File: src/rtl/core/dsd_pkg.sv
// shared types and constants for the differential symbol descrambler
package dsd_pkg;

	localparam int SYM_W   = 4;
	localparam int QUAD_W  = 2;
	localparam int TAP_W   = 5;
	localparam int HIST_W  = 32;
	localparam int RUN_W   = 7;
	localparam int BITS_W  = 4;
	localparam int COUNT_W = 3;
	localparam int CFG_IDX_W  = 1;
	localparam int CFG_DATA_W = 5;

	// run of raw ones after which the next output bit is inverted
	localparam logic [RUN_W-1:0] RUN_LIMIT = 7'd64;

	localparam logic [TAP_W-1:0] FIRST_TAP_RST  = 5'd14;
	localparam logic [TAP_W-1:0] SECOND_TAP_RST = 5'd17;

	localparam logic [COUNT_W-1:0] COUNT_TWO  = 3'd2;
	localparam logic [COUNT_W-1:0] COUNT_FOUR = 3'd4;

	// register indexes on the config port
	localparam logic [CFG_IDX_W-1:0] CFG_FIRST_TAP  = 1'b0;
	localparam logic [CFG_IDX_W-1:0] CFG_SECOND_TAP = 1'b1;

	// quadrant change to dibit
	localparam logic [QUAD_W-1:0] QUAD_MAP [4] = '{2'd1, 2'd0, 2'd2, 2'd3};

	// raw bits in decode order, first bit in bit 3
	typedef struct packed {
		logic [BITS_W-1:0] bits;
		logic              four;
	} raw_t;

endpackage

File: src/rtl/core/dsd_decode.sv
// differential quadrant decode into raw bits
module dsd_decode (
	input  logic                      clk,
	input  logic                      arst_n,
	input  logic                      advance,
	input  logic [dsd_pkg::SYM_W-1:0] symbol_index,
	input  logic                      sixteen_point,
	output dsd_pkg::raw_t             raw
);
	import dsd_pkg::*;

	logic [QUAD_W-1:0] prev_quad_q;
	logic [QUAD_W-1:0] quad;
	logic [QUAD_W-1:0] delta;

	assign quad  = symbol_index[3:2];
	assign delta = quad - prev_quad_q;

	always_comb begin
		raw.bits = {QUAD_MAP[delta], symbol_index[1:0]};
		raw.four = sixteen_point;
	end

	always_ff @(posedge clk or negedge arst_n) begin
		if (!arst_n) begin
			prev_quad_q <= '0;
		end else if (advance) begin
			prev_quad_q <= quad;
		end
	end

endmodule

File: src/rtl/core/dsd_descrambler.sv
// self-synchronizing descrambler, up to four bits per cycle while advance is high
module dsd_descrambler (
	input  logic                        clk,
	input  logic                        arst_n,
	input  logic                        advance,
	input  logic [dsd_pkg::TAP_W-1:0]   first_tap,
	input  logic [dsd_pkg::TAP_W-1:0]   second_tap,
	input  dsd_pkg::raw_t               raw,
	output logic [dsd_pkg::BITS_W-1:0]  data_bits
);
	import dsd_pkg::*;

	logic [HIST_W-1:0] hist_q;
	logic [RUN_W-1:0]  run_q;
	logic [HIST_W-1:0] hist_d;
	logic [RUN_W-1:0]  run_d;
	logic [BITS_W-1:0] descr;

	always_comb begin
		logic [HIST_W-1:0] h;
		logic [RUN_W-1:0]  r;
		logic              b;
		logic              o;
		h     = hist_q;
		r     = run_q;
		descr = '0;
		for (int i = 0; i < BITS_W; i++) begin
			b = raw.bits[BITS_W-1-i];
			o = b ^ h[first_tap] ^ h[second_tap];
			if (i < 2 || raw.four) begin
				h = {h[HIST_W-2:0], b};
				if (r >= RUN_LIMIT) begin
					o = ~o;
					r = '0;
				end
				r = b ? r + 1'b1 : '0;
				descr[BITS_W-1-i] = o;
			end
		end
		hist_d = h;
		run_d  = r;
	end

	// two-bit items sit in the low bits
	assign data_bits = raw.four ? descr : {2'b00, descr[3:2]};

	always_ff @(posedge clk or negedge arst_n) begin
		if (!arst_n) begin
			hist_q <= '0;
			run_q  <= '0;
		end else if (advance) begin
			hist_q <= hist_d;
			run_q  <= run_d;
		end
	end

endmodule

File: src/rtl/core/differential_symbol_descrambler.sv
// top level of the differential symbol descrambler
// One sliced constellation index enters per item. The quadrant change against
// the previous item is mapped to two bits, in sixteen-point mode the two low
// index bits follow, and the two or four bits pass through a two-tap
// self-synchronizing descrambler that also inverts its output after a run of
// 64 raw ones. An accepted item waits in the input register, where decode and
// descramble run as one short combinational pass, until the result register is
// free or draining, and then lands in the result register, which drives
// out_valid. A new item is taken every cycle while the output side keeps
// draining. The result register decouples the two sides, so in_stall only
// rises when the result register is full and stalled and the input register
// is occupied. The user must write the taps through the config port only
// while no item is in flight; the block itself does not enforce this.
module differential_symbol_descrambler (
	input  logic                          clk,
	input  logic                          arst_n,
	// config port
	input  logic                          cfg_write,
	input  logic [dsd_pkg::CFG_IDX_W-1:0] cfg_index,
	input  logic [dsd_pkg::CFG_DATA_W-1:0] cfg_data,
	// input channel
	input  logic                          in_valid,
	output logic                          in_stall,
	input  logic [dsd_pkg::SYM_W-1:0]     symbol_index,
	input  logic                          sixteen_point,
	input  logic                          deliver,
	// output channel
	output logic                          out_valid,
	input  logic                          out_stall,
	output logic [dsd_pkg::BITS_W-1:0]    data_bits,
	output logic [dsd_pkg::COUNT_W-1:0]   bit_count,
	output logic                          data_valid
);
	import dsd_pkg::*;

	logic [TAP_W-1:0]  first_tap_q;
	logic [TAP_W-1:0]  second_tap_q;

	// input register
	logic              valid_s1;
	logic [SYM_W-1:0]  sym_s1;
	logic              sixteen_s1;
	logic              deliver_s1;

	logic              in_accept;
	logic              advance;
	raw_t              raw;
	logic [BITS_W-1:0] descr_bits;

	// item leaves the input register when the result register is free or draining
	assign advance   = valid_s1 && (!out_valid || !out_stall);
	assign in_stall  = valid_s1 && !advance;
	assign in_accept = in_valid && !in_stall;

	// tap registers
	always_ff @(posedge clk or negedge arst_n) begin
		if (!arst_n) begin
			first_tap_q  <= FIRST_TAP_RST;
			second_tap_q <= SECOND_TAP_RST;
		end else if (cfg_write) begin
			unique case (cfg_index)
				CFG_FIRST_TAP:  first_tap_q  <= cfg_data[TAP_W-1:0];
				CFG_SECOND_TAP: second_tap_q <= cfg_data[TAP_W-1:0];
				default: ;
			endcase
		end
	end

	always_ff @(posedge clk or negedge arst_n) begin
		if (!arst_n) begin
			valid_s1 <= 1'b0;
		end else if (in_accept) begin
			valid_s1 <= 1'b1;
		end else if (advance) begin
			valid_s1 <= 1'b0;
		end
	end

	always_ff @(posedge clk) begin
		if (in_accept) begin
			sym_s1     <= symbol_index;
			sixteen_s1 <= sixteen_point;
			deliver_s1 <= deliver;
		end
	end

	dsd_decode u_decode (
		.clk           (clk),
		.arst_n        (arst_n),
		.advance       (advance),
		.symbol_index  (sym_s1),
		.sixteen_point (sixteen_s1),
		.raw           (raw)
	);

	dsd_descrambler u_descrambler (
		.clk        (clk),
		.arst_n     (arst_n),
		.advance    (advance),
		.first_tap  (first_tap_q),
		.second_tap (second_tap_q),
		.raw        (raw),
		.data_bits  (descr_bits)
	);

	// result register
	always_ff @(posedge clk or negedge arst_n) begin
		if (!arst_n) begin
			out_valid <= 1'b0;
		end else if (advance) begin
			out_valid <= 1'b1;
		end else if (!out_stall) begin
			out_valid <= 1'b0;
		end
	end

	always_ff @(posedge clk) begin
		if (advance) begin
			data_bits  <= descr_bits;
			bit_count  <= sixteen_s1 ? COUNT_FOUR : COUNT_TWO;
			data_valid <= deliver_s1;
		end
	end

endmodule

File: config.mk
export PLATFORM = sky130hd
export DESIGN_NAME = differential_symbol_descrambler
export DESIGN_NICKNAME = d
export VERILOG_FILES = /design/src/rtl/core/dsd_pkg.sv /design/src/rtl/core/dsd_decode.sv /design/src/rtl/core/dsd_descrambler.sv /design/src/rtl/core/differential_symbol_descrambler.sv
export SDC_FILE = /design/constraint.sdc
export NUM_CORES = 1
export LEC_CHECK = 0
export BUFFER_PORTS_ARGS = -buffer_cell sky130_fd_sc_hd__buf_4
export CELL_PAD_IN_SITES_DETAIL_PLACEMENT = 0
export CELL_PAD_IN_SITES_GLOBAL_PLACEMENT = 1
export CORE_ASPECT_RATIO = 0.8
export CORE_MARGIN = 3
export CORE_UTILIZATION = 51
export CTS_CLUSTER_DIAMETER = 30
export DETAILED_ROUTE_END_ITERATION = 10
export HOLD_SLACK_MARGIN = 0.12
export PLACE_DENSITY_LB_ADDON = 0.25
export SETUP_SLACK_MARGIN = 0.1
export SYNTH_ARGS = -nofsm -noshare
export SYNTH_HDL_FRONTEND = slang
export SYNTH_HIERARCHICAL = 1
export SYNTH_SLANG_ARGS = --single-unit
File: constraint.sdc
create_clock -name clk -period 5.3 [get_ports clk]
set_clock_uncertainty 0.15 [all_clocks]
set_input_delay 1.06 -clock clk [delete_from_list [all_inputs] [get_ports clk]]
set_output_delay 1.06 -clock clk [all_outputs]
set_load 0.05 [all_outputs]
==> metrics.md <==
| Metric | Value |
|---|---|
| Status | `complete, no violations` |
| Via count | `5166` |
| Critical Setup Path Class | `reg -> reg` |
| Most used DFF post-synth | `sky130_fd_sc_hd__dfrtp_1` |
| Total power consumption of the routed design | `3.34 mW` |
| CP cell instances | `nand2b_1 > inv_1 > ha_2 > nand2_1 > o211ai_1 > inv_1 > ha_1 > nand2_1 > a211oi_1 > and2_1 > nor2_1 > ha_1 > inv_1 > nor4_4 > or4bb_1 > nor2_1 > a21oi_1 > ha_1 > o211ai_1 > a211oi_1 > o32a_1` |
| Startpoint of the most critical hold path | `deliver_s1` |
| Clock tree from TritonCTS | `yes` |
| Flip-flop and latch count after synthesis | `66` |
| Final Cycle Share | `0.889` |
| Syn Area/Cell | `10.5 µm²` |
| Number of setup violations in the final report | `0` |
| Initial core utilization | `0.525` |
| Overall global routing resource usage | `0.245` |
| Count of standard-cell rows | `37` |
| Synthesized instance count | `around 650` |
| Clk network pwr share | `0.184` |
| Leakage dissipation | `2.83 nW` |
| Final setup TNS | `0 ns` |
| Top cell type's share of synthesized area | `0.232` |
| Unique cell type count in the Yosys netlist | `73` |
| Crit path required time | `5.37 ns` |
| Die height | `109 µm` |
| Worst Hold Depth | `0` |
| Per-cell via count in the routed design | `about 6.6` |
| Count of pins on the block boundary | `27` |
| Post-layout minimum cycle time | `4.71 ns` |
| Count of pins over their slew limit | `0` |
| Top cells by count, synth | `102 x sky130_fd_sc_hd__mux2i_1, 70 x sky130_fd_sc_hd__mux4_2, 53 x sky130_fd_sc_hd__clkbuf_1, 53 x sky130_fd_sc_hd__nor2_1, 48 x sky130_fd_sc_hd__dfrtp_1` |
| Number of diodes | `0` |
| Sink count of the clock tree | `66` |
| GRT overflow | `0` |
| Total of buffers placed on input and output ports | `25` |
| Maximum resistive drop on vdd | `0.000282 V` |
| Area of the core | `0.0129 mm²` |
| Summed instance area of the synthesized netlist | `0.00679 mm²` |
| Setup slack at placement | `0.484 ns` |
| Top post-synthesis cells by area | `sky130_fd_sc_hd__mux4_2 23%, sky130_fd_sc_hd__dfrtp_1 18%, sky130_fd_sc_hd__mux2i_1 15%, sky130_fd_sc_hd__edfxtp_1 5.8%, sky130_fd_sc_hd__a21oi_1 3.5%` |
| Transition time of the tightest slew-check pin | `0.951 ns` |
| Startpoint Class | `flip-flop` |
| Syn Nets | `roughly 670` |
| Worst r2r path cells | `21` |
| Final Hold Vio Count | `0` |
| Power share of the sequential group | `0.336` |
| Routed WL per cell | `22.2 µm` |
| Most common cell in the netlist | `sky130_fd_sc_hd__mux2i_1` |
| Minimum setup slack among reg-to-reg paths | `0.59 ns` |
| Clock slew seen by the registers of the worst setup and hold paths | `approximately 0.060 ns` |
| Internal Power | `1.91 mW` |
| Type of the tightest min-delay check | `reg -> reg` |
| Data arrival time of the worst path | `between 4 and 5 ns` |
| Global-route wire length before repair | `28100 µm` |
| Vias in the first global route | `roughly 4800` |
| Total of max-cap violations | `0` |
| Overall die area | `0.0147 mm²` |
| Horizontal extent of the die | `135 µm` |
| Number of antenna violations at the first check in global routing | `1` |
| Sequential cell area fraction in the yosys report | `0.254` |
| Root buffer cell | `sky130_fd_sc_hd__clkbuf_16` |
| Antenna Nets Post-Route | `0` |
| Area growth from synthesis to layout | `6.67%` |
| Switching Share | `0.428` |
| Top fanout value on the critical path | `10` |
| Capturing element type of the critical path | `flip-flop` |
| Number of iterations in the first detailed-routing pass | `6` |
| Hold path endpoint | `data_valid` |
| Slew Limit Headroom | `0.366` |
| Power Dens Cells | `approximately 460 mW/mm²` |
| Share of power burned in combinational logic | `0.480` |
| Pin count of the biggest net entering global routing | `68` |
| Number of buffers created by CTS | `9` |
| NumNets Final | `626` |
| Routability cong. | `around 0.93` |
| Fraction of layout instances using a drive strength above 1 | `0.256` |
| Critical R2R Capture | `u_descrambler/run_q[4]` |
| DPL Wire Length | `11800 µm` |
| Net Sw Power | `1.43 mW` |
| Async set or reset register ratio after synthesis | `0.803` |
| Worst-case clock buffer depth | `2` |
| CTS H-Tree Depth | `3` |
| Maximum clock frequency | `0.212 GHz` |
| Total of warnings raised by yosys | `6` |
| Count of flip-flops with a built-in enable after synthesis | `13` |
| Skew-Pair Late Insertion Delay | `0.34 ns` |
| DRC violation total after the first TritonRoute iteration | `598` |
| Slowest stage delay, CP | `0.50 ns` |
| Library cell occupying the most area in the post-synthesis netlist | `sky130_fd_sc_hd__mux4_2` |
| Setup repair after global routing missed its margin | `no` |
| Smallest setup slack after layout | `0.589 ns` |
| Launch point of the worst reg-to-reg path | `u_descrambler/run_q[6]` |
| Detailed Route WL | `17400 µm` |
| Post-route DRC | `0` |
| CP max stage cell | `sky130_fd_sc_hd__or4bb_1` |
[how the worst max path moves through the flow]
stage                                 from                      to  slack [ns]  cells past startpoint
detailed placement  u_descrambler/run_q[6]  u_descrambler/run_q[4]        0.48                     21
global route        u_descrambler/run_q[0]  u_descrambler/run_q[4]        0.18                     21
finish              u_descrambler/run_q[6]  u_descrambler/run_q[4]        0.59                     21
floorplan           u_descrambler/run_q[6]  u_descrambler/run_q[4]        0.87                     23
CTS                 u_descrambler/run_q[6]  u_descrambler/run_q[4]        0.46                     21
global placement    u_descrambler/run_q[6]  u_descrambler/run_q[4]        0.68                     21
[power groups by stage]
stage	logic [mW]	clock network [mW]	registers, mW
floorplan	1.48	0	0.814
global placement	1.56	0	1.10
detailed placement	1.58	0	1.11
CTS	1.59	0.633	1.11
global route	1.73	0.656	1.16
finish	1.60	0.615	1.12
[per-stage QoR]
| step | util | cells | hold slack, ns | area [µm²] |
|---|---|---|---|---|
| floorplan | - | 645 | 0.250 | 6790 |
| global placement | 0.536 | 768 | 0.272 | 6920 |
| detailed placement | 0.536 | 768 | 0.273 | 6920 |
| CTS | 0.560 | 784 | 0.283 | 7230 |
| global route | 0.560 | 784 | 0.298 | 7240 |
| finish | 0.560 | 784 | 0.278 | 7240 |
[metal layers]
layer | part of all wire | track usage | up-vias
li1 | - | - | 2343
met1 | 0.48 | 0.397 | 2574
met2 | 0.43 | 0.338 | 228
met3 | 0.080 | 0.0466 | 19
met4 | 0.010 | 0.0511 | 2
met5 | 0.00075 | 0 | -
[sequential cells by signal (all words and copies together) (netlist names)]
register	flops
sixteen_s1	1
u_descrambler/hist_q	32
valid_s1	1
sym_s1	4
u_decode/prev_quad_q	2
out_valid	1
second_tap_q	5
data_bits	4
deliver_s1	1
first_tap_q	5
u_descrambler/run_q	7
data_valid	1
bit_count	2
[critical path: cells and delay by family (launching register included)]
| kind | cells | cell delay, ns |
|---|---|---|
| AND/OR/NAND/NOR | 8 | 1.81 |
| buffers and inverters | 3 | 0.26 |
| AO/OA/AOI/OAI | 6 | 0.95 |
| adder cells (fa/ha/maj) | 4 | 0.99 |
| flip-flops | 1 | 0.42 |
[cells by family after synthesis]
group | Yosys count | synth area share
other cells | 1 | 0.000553
simple gates | 152 | 0.124
compound gates | 106 | 0.101
flops | 66 | 0.254
fa+ha+maj | 5 | 0.00922
buf+inv | 104 | 0.0649
xor+xnor | 22 | 0.0295
mux | 189 | 0.417
[cells in the final DEF (no fill, tap or decap), drive strengths merged, types with 10 or more instances in the layout]
cell type / n
mux2i: 102
mux4: 70
nor2: 53
dfrtp: 48
a21oi: 48
buf: 37
nand2: 22
xnor2: 18
mux2: 17
inv: 16
edfxtp: 13
nor2b: 12
nand3: 11
a211oi: 10
[what timing repair did]
item,4_1_cts,5_1_grt
buffers inserted,0,0
setup endpoints to repair,0,1
resized for setup,0,2
hold buffers,0,0
[layout make-up]
| class | instances | area [µm²] |
|---|---|---|
| multi-input cells | 475 | 4650 |
| well taps | 175 | 219 |
| flip-flops and latches | 66 | 1720 |
| clock buffers | 9 | 225 |
| clock inverters | 7 | 78.8 |
| inverters | 15 | 56.3 |
| repair buffers | 37 | 290 |
| fillers | 1070 | 5680 |
Note: power is estimated with default switching activity, not from simulation.
